--- config.mk ---
export PLATFORM = sky130hd
export DESIGN_NAME = link_connection_fsm
export DESIGN_NICKNAME = d
export VERILOG_FILES = /design/src/rtl/lcf_pkg.sv /design/src/rtl/link_connection_fsm.sv
export SDC_FILE = /design/constraint.sdc
export NUM_CORES = 1
export LEC_CHECK = 0
export BUFFER_PORTS_ARGS = -buffer_cell sky130_fd_sc_hd__buf_2
export CAP_MARGIN = 20
export CELL_PAD_IN_SITES_DETAIL_PLACEMENT = 1
export CELL_PAD_IN_SITES_GLOBAL_PLACEMENT = 1
export CORE_ASPECT_RATIO = 1.5
export CORE_MARGIN = 2
export CORE_UTILIZATION = 33
export DETAILED_ROUTE_END_ITERATION = 10
export PLACE_DENSITY = 0.65
export SLEW_MARGIN = 20
export SYNTH_ARGS = -nofsm -noshare
export SYNTH_HDL_FRONTEND = slang
export SYNTH_SLANG_ARGS = --single-unit
--- constraint.sdc ---
create_clock -name clk -period 5.3 [get_ports clk]
set_input_delay 0 -clock clk [delete_from_list [all_inputs] [get_ports clk]]
set_output_delay 0 -clock clk [all_outputs]
set_load 0.005 [all_outputs]
--- src/rtl/lcf_pkg.sv ---
// Package for the link connection manager: phase type, action codes, register
// indexes, reset values and event constants. No dependencies.
package lcf_pkg;

    typedef enum logic [1:0] {
        PH_IDLE          = 2'd0,
        PH_CONNECTING    = 2'd1,
        PH_CONNECTED     = 2'd2,
        PH_DISCONNECTING = 2'd3
    } phase_t;

    typedef enum logic [3:0] {
        ACT_NONE         = 4'd0,
        ACT_CREATE       = 4'd1,
        ACT_DISCONNECT   = 4'd2,
        ACT_CANCEL       = 4'd3,
        ACT_READ_VERSION = 4'd4,
        ACT_SET_DATALEN  = 4'd5,
        ACT_CONNECTED    = 4'd6,
        ACT_FAILED       = 4'd7,
        ACT_DISCONNECTED = 4'd8
    } action_t;

    typedef enum logic [2:0] {
        OP_CONNECT       = 3'd0,
        OP_DISCONNECT    = 3'd1,
        OP_CONN_DONE     = 3'd2,
        OP_DISCONN_DONE  = 3'd3,
        OP_CMD_STATUS    = 3'd4,
        OP_TICK          = 3'd5,
        OP_ACTIVITY      = 3'd6
    } operation_t;

    localparam logic [2:0] REG_CMD_TIMEOUT = 3'd0;
    localparam logic [2:0] REG_CREATE      = 3'd1;
    localparam logic [2:0] REG_CANCEL      = 3'd2;
    localparam logic [2:0] REG_DISCONNECT  = 3'd3;
    localparam logic [2:0] REG_DATALEN     = 3'd4;

    localparam logic [15:0] CMD_TIMEOUT_RESET = 16'd5000;
    localparam logic [15:0] CREATE_RESET      = 16'd5121;
    localparam logic [15:0] CANCEL_RESET      = 16'd5122;
    localparam logic [15:0] DISCONNECT_RESET  = 16'd5123;
    localparam logic [15:0] DATALEN_RESET     = 16'd6148;
    localparam logic [19:0] SUPERVISION_RESET = 20'd5000;

    localparam logic [7:0] ST_AUTH_FAIL     = 8'h06;
    localparam logic [7:0] ST_CONN_LIMIT    = 8'h0B;
    localparam logic [7:0] ST_BAD_ADDR      = 8'h0F;
    localparam logic [7:0] ST_BAD_PARAMS    = 8'h1E;
    localparam logic [7:0] RSN_USER_TERM    = 8'h13;
    localparam logic [7:0] RSN_CONN_TIMEOUT = 8'hB0;
    localparam logic [7:0] RSN_SUP_TIMEOUT  = 8'h08;

    localparam int DEFAULT_ADDR_BITS   = 48;
    localparam int DEFAULT_RETRY_LIMIT = 2;

    typedef struct packed {
        logic [3:0]  action;
        logic [7:0]  code;
        logic [15:0] handle;
        logic [47:0] address;
    } item_t;

endpackage

--- src/rtl/link_connection_fsm.sv ---
// Top level of the link connection manager: input register, single-pass
// decision logic, three-entry result buffer and APB register file.
// Depends on lcf_pkg.
// Flow: an accepted beat is registered in the input register and decided once the
// result buffer is free; its results are then registered in the buffer. Up to three
// result beats leave one per cycle while out_ready is high, holding back the next input.
// A new input beat is taken when the input register is empty, or when its beat
// is being decided and the result buffer is empty or passing on its last beat.
// Reset (rst_n, asynchronous) sets phase idle and registers to their defaults.
module link_connection_fsm #(
    parameter int ADDR_BITS   = lcf_pkg::DEFAULT_ADDR_BITS,
    parameter int RETRY_LIMIT = lcf_pkg::DEFAULT_RETRY_LIMIT
) (
    input  logic                 clk,
    input  logic                 rst_n,
    input  logic                 psel,
    input  logic                 penable,
    input  logic                 pwrite,
    input  logic [4:0]           paddr,
    input  logic [31:0]          pwdata,
    output logic [31:0]          prdata,
    output logic                 pready,
    input  logic                 in_valid,
    output logic                 in_ready,
    input  logic [2:0]           operation,
    input  logic [ADDR_BITS-1:0] peer_address,
    input  logic [15:0]          sup_timeout_units,
    input  logic                 send_accepted,
    input  logic [2:0]           event_length,
    input  logic [7:0]           event_byte0,
    input  logic [7:0]           event_byte1,
    input  logic [7:0]           event_byte2,
    input  logic [7:0]           event_byte3,
    input  logic [7:0]           event_byte4,
    input  logic [31:0]          now_ms,
    output logic                 out_valid,
    input  logic                 out_ready,
    output logic [3:0]           action,
    output logic [7:0]           action_code,
    output logic [15:0]          action_handle,
    output logic [ADDR_BITS-1:0] action_address,
    output logic                 call_ok,
    output logic                 last
);

    // Register file.
    logic [15:0] cmd_timeout_reg, create_op_reg, cancel_op_reg, disc_op_reg, datalen_op_reg;
    logic [2:0]  reg_idx;
    logic        cfg_wr;

    assign pready  = 1'b1;
    assign reg_idx = paddr[4:2];
    assign cfg_wr  = psel && penable && pwrite;

    always_ff @(posedge clk or negedge rst_n)
    begin
        if (!rst_n)
        begin
            cmd_timeout_reg <= lcf_pkg::CMD_TIMEOUT_RESET;
            create_op_reg   <= lcf_pkg::CREATE_RESET;
            cancel_op_reg   <= lcf_pkg::CANCEL_RESET;
            disc_op_reg     <= lcf_pkg::DISCONNECT_RESET;
            datalen_op_reg  <= lcf_pkg::DATALEN_RESET;
        end
        else if (cfg_wr)
        begin
            case (reg_idx)
                lcf_pkg::REG_CMD_TIMEOUT: cmd_timeout_reg <= pwdata[15:0];
                lcf_pkg::REG_CREATE:      create_op_reg   <= pwdata[15:0];
                lcf_pkg::REG_CANCEL:      cancel_op_reg   <= pwdata[15:0];
                lcf_pkg::REG_DISCONNECT:  disc_op_reg     <= pwdata[15:0];
                lcf_pkg::REG_DATALEN:     datalen_op_reg  <= pwdata[15:0];
                default: ;
            endcase
        end
    end

    always_comb
    begin
        case (reg_idx)
            lcf_pkg::REG_CMD_TIMEOUT: prdata = {16'd0, cmd_timeout_reg};
            lcf_pkg::REG_CREATE:      prdata = {16'd0, create_op_reg};
            lcf_pkg::REG_CANCEL:      prdata = {16'd0, cancel_op_reg};
            lcf_pkg::REG_DISCONNECT:  prdata = {16'd0, disc_op_reg};
            lcf_pkg::REG_DATALEN:     prdata = {16'd0, datalen_op_reg};
            default:                  prdata = 32'd0;
        endcase
    end

    // Input register.
    logic                 iv_reg;
    logic [2:0]           op_reg;
    logic [ADDR_BITS-1:0] peer_reg;
    logic [15:0]          units_reg;
    logic                 acc_reg;
    logic [2:0]           len_reg;
    logic [7:0]           b_reg [5];
    logic [31:0]          now_reg;
    logic                 take_in, stage_go, buf_free;

    // Result buffer: up to three items, shifted out one per beat.
    lcf_pkg::item_t item_reg [3];
    logic [1:0]     cnt_reg, cnt_next;
    logic           ok_reg;

    assign buf_free = (cnt_reg == 2'd0) || (cnt_reg == 2'd1 && out_ready);
    assign stage_go = iv_reg && buf_free;
    assign in_ready = !iv_reg || stage_go;
    assign take_in  = in_valid && in_ready;

    always_ff @(posedge clk or negedge rst_n)
    begin
        if (!rst_n)
            iv_reg <= 1'b0;
        else if (in_ready)
            iv_reg <= in_valid;
    end

    always_ff @(posedge clk)
    begin
        if (take_in)
        begin
            op_reg    <= operation;
            peer_reg  <= peer_address;
            units_reg <= sup_timeout_units;
            acc_reg   <= send_accepted;
            len_reg   <= (event_length > 3'd5) ? 3'd5 : event_length;
            b_reg[0]  <= event_byte0;
            b_reg[1]  <= event_byte1;
            b_reg[2]  <= event_byte2;
            b_reg[3]  <= event_byte3;
            b_reg[4]  <= event_byte4;
            now_reg   <= now_ms;
        end
    end

    // State.
    lcf_pkg::phase_t      phase_reg, phase_next;
    logic [ADDR_BITS-1:0] target_reg, target_next;
    logic [15:0]          handle_reg, handle_next;
    logic [19:0]          sup_reg, sup_next;
    logic [31:0]          win_reg, win_next, act_reg, act_next;
    logic [1:0]           retry_reg, retry_next;

    // Opcode echo search over offsets 0..2.
    function automatic logic [8:0] find_echo(input logic [7:0] b0, input logic [7:0] b1,
                                             input logic [7:0] b2, input logic [7:0] b3,
                                             input logic [7:0] b4, input logic [2:0] len,
                                             input logic [15:0] want);
        logic [8:0] r;
        r = 9'd0;
        if ({b1, b0} == want)
            r = {1'b1, b2};
        else if (len >= 3'd4 && {b2, b1} == want)
            r = {1'b1, b3};
        else if (len >= 3'd5 && {b3, b2} == want)
            r = {1'b1, b4};
        return r;
    endfunction

    logic [8:0]     e_cre, e_can, e_dis, e_dl;
    logic [15:0]    ev_handle, units_x10;
    logic [31:0]    win_eff, act_eff;
    lcf_pkg::item_t it [3];
    logic [1:0]     n;
    logic           ok;

    assign e_cre = find_echo(b_reg[0], b_reg[1], b_reg[2], b_reg[3], b_reg[4], len_reg,
                             create_op_reg);
    assign e_can = find_echo(b_reg[0], b_reg[1], b_reg[2], b_reg[3], b_reg[4], len_reg,
                             cancel_op_reg);
    assign e_dis = find_echo(b_reg[0], b_reg[1], b_reg[2], b_reg[3], b_reg[4], len_reg,
                             disc_op_reg);
    assign e_dl  = find_echo(b_reg[0], b_reg[1], b_reg[2], b_reg[3], b_reg[4], len_reg,
                             datalen_op_reg);
    assign ev_handle = {b_reg[2], b_reg[1]};
    assign units_x10 = units_reg;
    assign win_eff   = (win_reg == 32'd0) ? now_reg : win_reg;
    assign act_eff   = (act_reg == 32'd0) ? now_reg : act_reg;

    function automatic lcf_pkg::item_t mk(input lcf_pkg::action_t a, input logic [7:0] c,
                                          input logic [15:0] h, input logic [47:0] ad);
        lcf_pkg::item_t r;
        r.action  = a;
        r.code    = c;
        r.handle  = h;
        r.address = ad;
        return r;
    endfunction

    logic [47:0] peer48, target48;
    assign peer48   = 48'(peer_reg);
    assign target48 = 48'(target_reg);

    always_comb
    begin
        phase_next  = phase_reg;
        target_next = target_reg;
        handle_next = handle_reg;
        sup_next    = sup_reg;
        win_next    = win_reg;
        act_next    = act_reg;
        retry_next  = retry_reg;
        ok          = 1'b1;
        n           = 2'd0;
        it[0]       = mk(lcf_pkg::ACT_NONE, 8'd0, 16'd0, 48'd0);
        it[1]       = it[0];
        it[2]       = it[0];
        case (op_reg)
            lcf_pkg::OP_CONNECT:
            begin
                if (phase_reg != lcf_pkg::PH_IDLE)
                    ok = 1'b0;
                else
                begin
                    it[0] = mk(lcf_pkg::ACT_CREATE, 8'd0, 16'd0, peer48);
                    n     = 2'd1;
                    if (acc_reg)
                    begin
                        target_next = peer_reg;
                        sup_next    = 20'(units_x10) * 20'd10;
                        retry_next  = 2'd0;
                        phase_next  = lcf_pkg::PH_CONNECTING;
                        win_next    = 32'd0;
                    end
                    else
                        ok = 1'b0;
                end
            end
            lcf_pkg::OP_DISCONNECT:
            begin
                if (phase_reg == lcf_pkg::PH_CONNECTED || phase_reg == lcf_pkg::PH_CONNECTING)
                begin
                    if (phase_reg == lcf_pkg::PH_CONNECTED)
                        it[0] = mk(lcf_pkg::ACT_DISCONNECT, lcf_pkg::RSN_USER_TERM,
                                   handle_reg, 48'd0);
                    else
                        it[0] = mk(lcf_pkg::ACT_CANCEL, 8'd0, 16'd0, target48);
                    n = 2'd1;
                    if (acc_reg)
                    begin
                        phase_next = lcf_pkg::PH_DISCONNECTING;
                        win_next   = 32'd0;
                    end
                    else
                        ok = 1'b0;
                end
                else
                    ok = 1'b0;
            end
            lcf_pkg::OP_CONN_DONE:
            begin
                if (len_reg >= 3'd3)
                begin
                    if (b_reg[0] == lcf_pkg::ST_AUTH_FAIL || b_reg[0] == lcf_pkg::ST_CONN_LIMIT ||
                        b_reg[0] == lcf_pkg::ST_BAD_ADDR || b_reg[0] == lcf_pkg::ST_BAD_PARAMS)
                    begin
                        phase_next = lcf_pkg::PH_IDLE;
                        win_next   = 32'd0;
                        it[0]      = mk(lcf_pkg::ACT_FAILED, b_reg[0], 16'd0, 48'd0);
                        n          = 2'd1;
                    end
                    else if (phase_reg == lcf_pkg::PH_CONNECTING)
                    begin
                        handle_next = ev_handle;
                        phase_next  = lcf_pkg::PH_CONNECTED;
                        win_next    = 32'd0;
                        act_next    = 32'd0;
                        retry_next  = 2'd0;
                        it[0] = mk(lcf_pkg::ACT_READ_VERSION, 8'd0, ev_handle, 48'd0);
                        it[1] = mk(lcf_pkg::ACT_SET_DATALEN, 8'd0, ev_handle, 48'd0);
                        it[2] = mk(lcf_pkg::ACT_CONNECTED, 8'd0, ev_handle, 48'd0);
                        n     = 2'd3;
                    end
                end
            end
            lcf_pkg::OP_DISCONN_DONE:
            begin
                if (phase_reg != lcf_pkg::PH_IDLE &&
                    !(phase_reg == lcf_pkg::PH_CONNECTED && len_reg >= 3'd3 &&
                      ev_handle != 16'd0 && ev_handle != handle_reg))
                begin
                    phase_next = lcf_pkg::PH_IDLE;
                    win_next   = 32'd0;
                    it[0] = mk(lcf_pkg::ACT_DISCONNECTED,
                               (len_reg != 3'd0) ? b_reg[0] : 8'd0, handle_reg, 48'd0);
                    n     = 2'd1;
                end
            end
            lcf_pkg::OP_CMD_STATUS:
            begin
                if (len_reg >= 3'd3)
                begin
                    if (e_cre[8] && e_cre[7:0] != 8'd0)
                    begin
                        if (phase_reg == lcf_pkg::PH_CONNECTING)
                        begin
                            phase_next = lcf_pkg::PH_IDLE;
                            win_next   = 32'd0;
                            it[0]      = mk(lcf_pkg::ACT_FAILED, e_cre[7:0], 16'd0, 48'd0);
                            n          = 2'd1;
                        end
                    end
                    else if (e_can[8] && e_can[7:0] == 8'd0)
                    begin
                        if (phase_reg == lcf_pkg::PH_DISCONNECTING)
                        begin
                            phase_next = lcf_pkg::PH_IDLE;
                            win_next   = 32'd0;
                            it[0] = mk(lcf_pkg::ACT_DISCONNECTED, lcf_pkg::RSN_USER_TERM,
                                       handle_reg, 48'd0);
                            n     = 2'd1;
                        end
                    end
                    else if (e_dis[8] && e_dis[7:0] != 8'd0)
                    begin
                        if (phase_reg == lcf_pkg::PH_DISCONNECTING)
                            phase_next = lcf_pkg::PH_CONNECTED;
                    end
                    else if (e_dl[8] && e_dl[7:0] == lcf_pkg::ST_AUTH_FAIL &&
                             phase_reg == lcf_pkg::PH_CONNECTED &&
                             32'(retry_reg) < 32'(RETRY_LIMIT))
                    begin
                        retry_next = retry_reg + 2'd1;
                        it[0] = mk(lcf_pkg::ACT_SET_DATALEN, 8'd0, handle_reg, 48'd0);
                        n     = 2'd1;
                    end
                end
            end
            lcf_pkg::OP_TICK:
            begin
                win_next = win_eff;
                case (phase_reg)
                    lcf_pkg::PH_CONNECTING:
                    begin
                        if (now_reg - win_eff > 32'(cmd_timeout_reg))
                        begin
                            it[0] = mk(lcf_pkg::ACT_CANCEL, 8'd0, 16'd0, target48);
                            it[1] = mk(lcf_pkg::ACT_FAILED, lcf_pkg::RSN_CONN_TIMEOUT,
                                       16'd0, 48'd0);
                            n          = 2'd2;
                            phase_next = lcf_pkg::PH_IDLE;
                            win_next   = 32'd0;
                        end
                    end
                    lcf_pkg::PH_DISCONNECTING:
                    begin
                        if (now_reg - win_eff > 32'(cmd_timeout_reg))
                        begin
                            it[0] = mk(lcf_pkg::ACT_DISCONNECTED, lcf_pkg::RSN_SUP_TIMEOUT,
                                       handle_reg, 48'd0);
                            n          = 2'd1;
                            phase_next = lcf_pkg::PH_IDLE;
                            win_next   = 32'd0;
                        end
                    end
                    lcf_pkg::PH_CONNECTED:
                    begin
                        act_next = act_eff;
                        if (now_reg - act_eff > 32'(sup_reg))
                        begin
                            it[0] = mk(lcf_pkg::ACT_DISCONNECTED, lcf_pkg::RSN_SUP_TIMEOUT,
                                       handle_reg, 48'd0);
                            n          = 2'd1;
                            phase_next = lcf_pkg::PH_IDLE;
                            win_next   = 32'd0;
                            act_next   = 32'd0;
                        end
                    end
                    default: ;
                endcase
            end
            lcf_pkg::OP_ACTIVITY:
            begin
                if (phase_reg == lcf_pkg::PH_CONNECTED)
                    act_next = now_reg;
            end
            default: ;
        endcase
        if (n == 2'd0)
            n = 2'd1;
    end

    always_ff @(posedge clk or negedge rst_n)
    begin
        if (!rst_n)
        begin
            phase_reg  <= lcf_pkg::PH_IDLE;
            target_reg <= '0;
            handle_reg <= 16'd0;
            sup_reg    <= lcf_pkg::SUPERVISION_RESET;
            win_reg    <= 32'd0;
            act_reg    <= 32'd0;
            retry_reg  <= 2'd0;
        end
        else if (stage_go)
        begin
            phase_reg  <= phase_next;
            target_reg <= target_next;
            handle_reg <= handle_next;
            sup_reg    <= sup_next;
            win_reg    <= win_next;
            act_reg    <= act_next;
            retry_reg  <= retry_next;
        end
    end

    always_comb
    begin
        cnt_next = cnt_reg;
        if (stage_go)
            cnt_next = n;
        else if (cnt_reg != 2'd0 && out_ready)
            cnt_next = cnt_reg - 2'd1;
    end

    always_ff @(posedge clk or negedge rst_n)
    begin
        if (!rst_n)
            cnt_reg <= 2'd0;
        else
            cnt_reg <= cnt_next;
    end

    always_ff @(posedge clk)
    begin
        if (stage_go)
        begin
            item_reg[0] <= it[0];
            item_reg[1] <= it[1];
            item_reg[2] <= it[2];
            ok_reg      <= ok;
        end
        else if (cnt_reg != 2'd0 && out_ready)
        begin
            item_reg[0] <= item_reg[1];
            item_reg[1] <= item_reg[2];
        end
    end

    assign out_valid      = (cnt_reg != 2'd0);
    assign action         = item_reg[0].action;
    assign action_code    = item_reg[0].code;
    assign action_handle  = item_reg[0].handle;
    assign action_address = ADDR_BITS'(item_reg[0].address);
    assign call_ok        = ok_reg;
    assign last           = (cnt_reg == 2'd1);

    // Checks.
    a_no_load_while_busy: assert property (@(posedge clk) disable iff (!rst_n)
        stage_go |-> (cnt_reg == 2'd0 || (cnt_reg == 2'd1 && out_ready)))
        else $error("result buffer overwritten");

    a_retry_bound: assert property (@(posedge clk) disable iff (!rst_n)
        32'(retry_reg) <= 32'(RETRY_LIMIT))
        else $error("retry count beyond limit");

    a_idle_unanchored: assert property (@(posedge clk) disable iff (!rst_n)
        (stage_go && phase_next == lcf_pkg::PH_IDLE && phase_reg != lcf_pkg::PH_IDLE)
        |=> win_reg == 32'd0)
        else $error("window left anchored on entry to idle");

endmodule
=== Word level (Yosys, flattened, before mapping) ===
Memories as Yosys holds them, arrays and structs flattened.
Cells that the tools add are included.

* Memories: 2
* Flip-flop bits (word level): 338
* Input port bits: 187
* Output and inout port bits: 113
* RAM bits: 268
* Word-level logic and storage cells: 279

* Add/sub/neg operators: 4
* Magnitude comparators: 7
* $mul: 1
* Equality and inequality tests: 55
* Multiplexer cells: 124
* Reductions and logical operators: 61
* Bitwise gates (word level): 4

{| class="wikitable"
|+ Memories
! memory !! words !! bits a word !! rd ports !! clocked after memory_dff !! write ports !! RTL line !! source
|-
| item_reg || 3 || 76 || 3 || 0 || 3 || link_connection_fsm.sv:102 || <nowiki>lcf_pkg::item_t item_reg [3];</nowiki>
|-
| b_reg || 5 || 8 || 5 || 0 || 5 || link_connection_fsm.sv:97 || <nowiki>logic [7:0] b_reg [5];</nowiki>
|}

{| class="wikitable"
|+ Operators with widths
! kind !! number
|-
| two-way mux 76 bit || 11
|-
| two-way mux 32 bit || 21
|-
| one-hot mux 76 bit (6 select lines) || 1
|-
| two-way mux 75 bit || 4
|-
| two-way mux 228 bit || 1
|-
| one-hot mux 76 bit (3 select lines) || 1
|-
| two-way mux 227 bit || 1
|-
| equality test 16 bit || 12
|-
| one-hot mux 32 bit (6 select lines) || 1
|-
| two-way mux 152 bit || 1
|-
| one-hot mux 76 bit (2 select lines) || 1
|-
| two-way mux 150 bit || 1
|-
| two-way mux 73 bit || 2
|-
| two-way mux 9 bit || 12
|-
| one-hot mux 32 bit (3 select lines) || 1
|-
| one-hot mux 16 bit (5 select lines) || 1
|-
| two-way mux 74 bit || 1
|-
| two-way mux 2 bit || 36
|-
| logical NOT 32 bit || 2
|-
| one-hot mux 32 bit (2 select lines) || 1
|-
| subtractor 32 bit || 2
|-
| greater-than comparator 32 x 16 -> 1 bit || 1
|-
| greater-than comparator 32 x 20 -> 1 bit || 1
|-
| inequality test 2 bit (second input constant) || 15
|-
| 45 further kinds || 125
|}

=== Logic depth before layout (Yosys ltp) ===
An unclocked memory read counts as a cell.

* Depth in word-level cells: 19
* Mapped depth: 27
* Gate-level depth less buffers: 25

=== Worst setup path before layout ===
No wires, ideal clock.

* Path kind: reg-to-reg
* Start: reg win_reg[24]
* End: mem item_reg[0][62] (netlist bit), data pin
* Setup slack: -0.541 ns
* Buffers on the path: 2
* Arrival time: 5.580 ns
* Cell stages (with the launch flop): 26
* Library setup time: 0.261 ns
* Clock period less this slack: 5.841 ns
* Cells stage by stage: dfrtp_1 nor4_1 nand4_1 nor2_1 clkbuf_1 a21o_1 inv_1 ha_1 a211oi_1 o22ai_1 o311ai_0 and2_1 nor2_1 xor2_1 ha_1 and3_1 nand4_1 o41ai_1 o221ai_1 a2111o_1 nand4bb_1 and4bb_1 o22ai_1 o31ai_2 buf_6 o21ai_2

{| class="wikitable"
|+ RTL lines
! what !! RTL line !! source
|-
| start: declaration || link_connection_fsm.sv:142 || <nowiki>logic [31:0] win_reg, win_next, act_reg, act_next;</nowiki>
|-
| start signal: assignment || link_connection_fsm.sv:402 || <nowiki>win_reg <= win_next;</nowiki>
|-
| end: declaration || link_connection_fsm.sv:102 ||
|}

==> impl_metrics.json <==
{
  "antenna_found_initial": 1,
  "grt_pass1_vias": 28100,
  "place_congestion": 0.978,
  "final_cell_mix": "buf_4, buf_2, edfxtp_1",
  "area_delta_synth_final_pct": 34.2,
  "finalHoldViolCount": 5,
  "post_drt_wl_per_cell_um": 24.1,
  "chipHeight_um": 368,
  "setup-tns-final_ns": -80.29,
  "worstPathMaxFanout": 8,
  "via_per_inst": 5.43,
  "place_area_um2": 33800,
  "netlist_area_um2": 29100,
  "fin_area_um2": 39100,
  "finalMaxSlewViolations": 0,
  "holdWs_ns": -0.0154,
  "arrival_ns": 6.40,
  "cts_max_level": 2,
  "die_w_um": 247,
  "drt_wl_total_um": 112000,
  "hold_class": "in2async",
  "dp_hpwl_um": 79100,
  "fin_ws_ns": -0.712,
  "clockBufferDepth": 3,
  "synth.avg_cell_area_um2": 10.6,
  "async_flop_share": 0.477,
  "end_kind": "flop",
  "rsz0062_at_grt": "yes",
  "maxCapViolations": 0,
  "cts_tree": "yes",
  "ys.flop_type": "edfxtp_1",
  "num_rows": 133,
  "grt_max_degree": 144,
  "netlist_instances": 2741,
  "slew_headroom": 0.261,
  "ys_types": 91,
  "setup_viol": 140,
  "drive_gt1_frac": 0.330,
  "ant_nets": 0,
  "clock.fmax_mhz": 166,
  "grt_pass1_wl_um": 168000,
  "grt.overflow.total": 0,
  "grtUsageTotal": 0.243,
  "core-area_um2": 87500,
  "largest_reg_flops": 113,
  "slowest_stage": "nor4_2",
  "via_count": 25100,
  "start_util": 0.333,
  "clkSinkCount": 491,
  "post-route-period-util": 1.13,
  "worst_pin_slew_ns": 1.10,
  "final_nets": 3765,
  "drc": 0,
  "crit_type": "reg2reg",
  "yosys_register_bits": 491,
  "outcome": "finished, violations left",
  "synth-seq-area-share": 0.467,
  "cts.clk_slew.worst_paths_ns": 0.06,
  "final_common_cell": "buf_4",
  "post-route-min-period_ns": 6.01,
  "cts-root-buf": "clkbuf_16",
  "yosysWarnings": 0,
  "synth-edff-count": 257,
  "ios": 300,
  "die_area_um2": 90700,
  "drt-pass1-iter-count": 5,
  "slowest_delay_ns": 0.44,
  "startpoint_type": "flop",
  "clock_latency_ns": 0.65,
  "cts_buffers": 52,
  "finClkSkew_ns": 0.0658,
  "violations": "negative hold slack, negative setup slack",
  "required_ns": 5.69,
  "fillers": 9581,
  "first_iter_violations": 1156,
  "port_buffers": 264,
  "place_ws_ns": -1.21
}
[per-layer routing]
layer  GRT usage  vias up  share of wire
met5           0        -              0
met4       0.145        0          0.068
met3      0.0286      321          0.039
met2       0.458      756           0.53
met1       0.254    12700           0.36
li1            -    11400              -
[synth_stat cells, types with 31 or more instances]
| master | n | area share |
|---|---|---|
| nor2_1 | 117 | 0.015 |
| nand2_1 | 186 | 0.024 |
| inv_1 | 125 | 0.016 |
| edfxtp_1 | 257 | 0.26 |
| a21o_1 | 61 | 0.016 |
| xor2_1 | 135 | 0.041 |
| dfrtp_1 | 211 | 0.18 |
| ha_1 | 134 | 0.058 |
| mux2_2 | 135 | 0.052 |
| nor3_1 | 31 | 0.0053 |
| o21ai_0 | 153 | 0.026 |
| buf_4 | 93 | 0.024 |
| nand3_1 | 41 | 0.0070 |
| a22o_1 | 96 | 0.029 |
| nor4_1 | 60 | 0.013 |
| a21oi_1 | 145 | 0.025 |
| xnor2_1 | 128 | 0.038 |
| nand4_1 | 56 | 0.012 |
| clkbuf_1 | 130 | 0.017 |
[what timing repair did]
action | 4_1_cts | 5_1_grt
pin swaps | 57 | 23
endpoints found under the hold margin | 368 | 0
hold buffers | 172 | 0
setup buffers | 52 | 5
gates cloned | 7 | 1
gates resized for setup | 211 | 59
setup endpoints to repair | 140 | 140
[through the flow]
step,util,instances
after floorplan,-,2756
after global placement,0.386,4302
after detailed placement,0.386,4302
after CTS,0.443,4629
after global routing,0.447,4634
final,0.447,4635
[logic make-up after synthesis]
kind of cell    share of synthesized area
compound gates                      0.165
xor+xnor                           0.0791
other cells                      0.000258
flops                               0.467
buf+inv                            0.0607
simple gates                        0.108
mux                                0.0599
fa+ha+maj                          0.0599
[cell type report]
class                      count  area, um2  share of cell area
clock inverter                27        344             0.00880
tap                         1147       1440              0.0367
inverter                     125        469              0.0120
antenna                        3       7.51            0.000192
clock buffer                  71       1490              0.0380
multi-input combinational   1894      15000               0.385
timing repair buffer         877       6710               0.172
sequential                   491      13600               0.348
[path summary, 6_finish.rpt]
kind                       cells past startpoint                end  slack (ns)   startpoint
hold reg to reg                                2        sup_reg[15]        0.48  sup_reg[15]
setup / recovery                              29    item_reg[0][48]       -0.71  act_reg[16]
setup reg to reg                              29    item_reg[0][48]       -0.71  act_reg[16]
max in group asynchronous                      3        sup_reg[14]        4.58        rst_n
min in group clk                               4  cancel_op_reg[13]        0.04      penable
hold / removal                                 3      handle_reg[5]       -0.02        rst_n
[critical path, delay by kind of cell (launching register included)]
family | cells | cell delay [ns]
xor gates and xnor gates | 1 | 0.11
and+or+nand+nor | 8 | 1.72
DFF | 1 | 0.39
AOI/OAI and AO/OA | 9 | 1.60
buffers and inverters | 9 | 1.43
adders and majority gates | 2 | 0.53
Power is not shown: default switching activity piles up to over one toggle a cycle in this logic, so the estimate is an artifact.
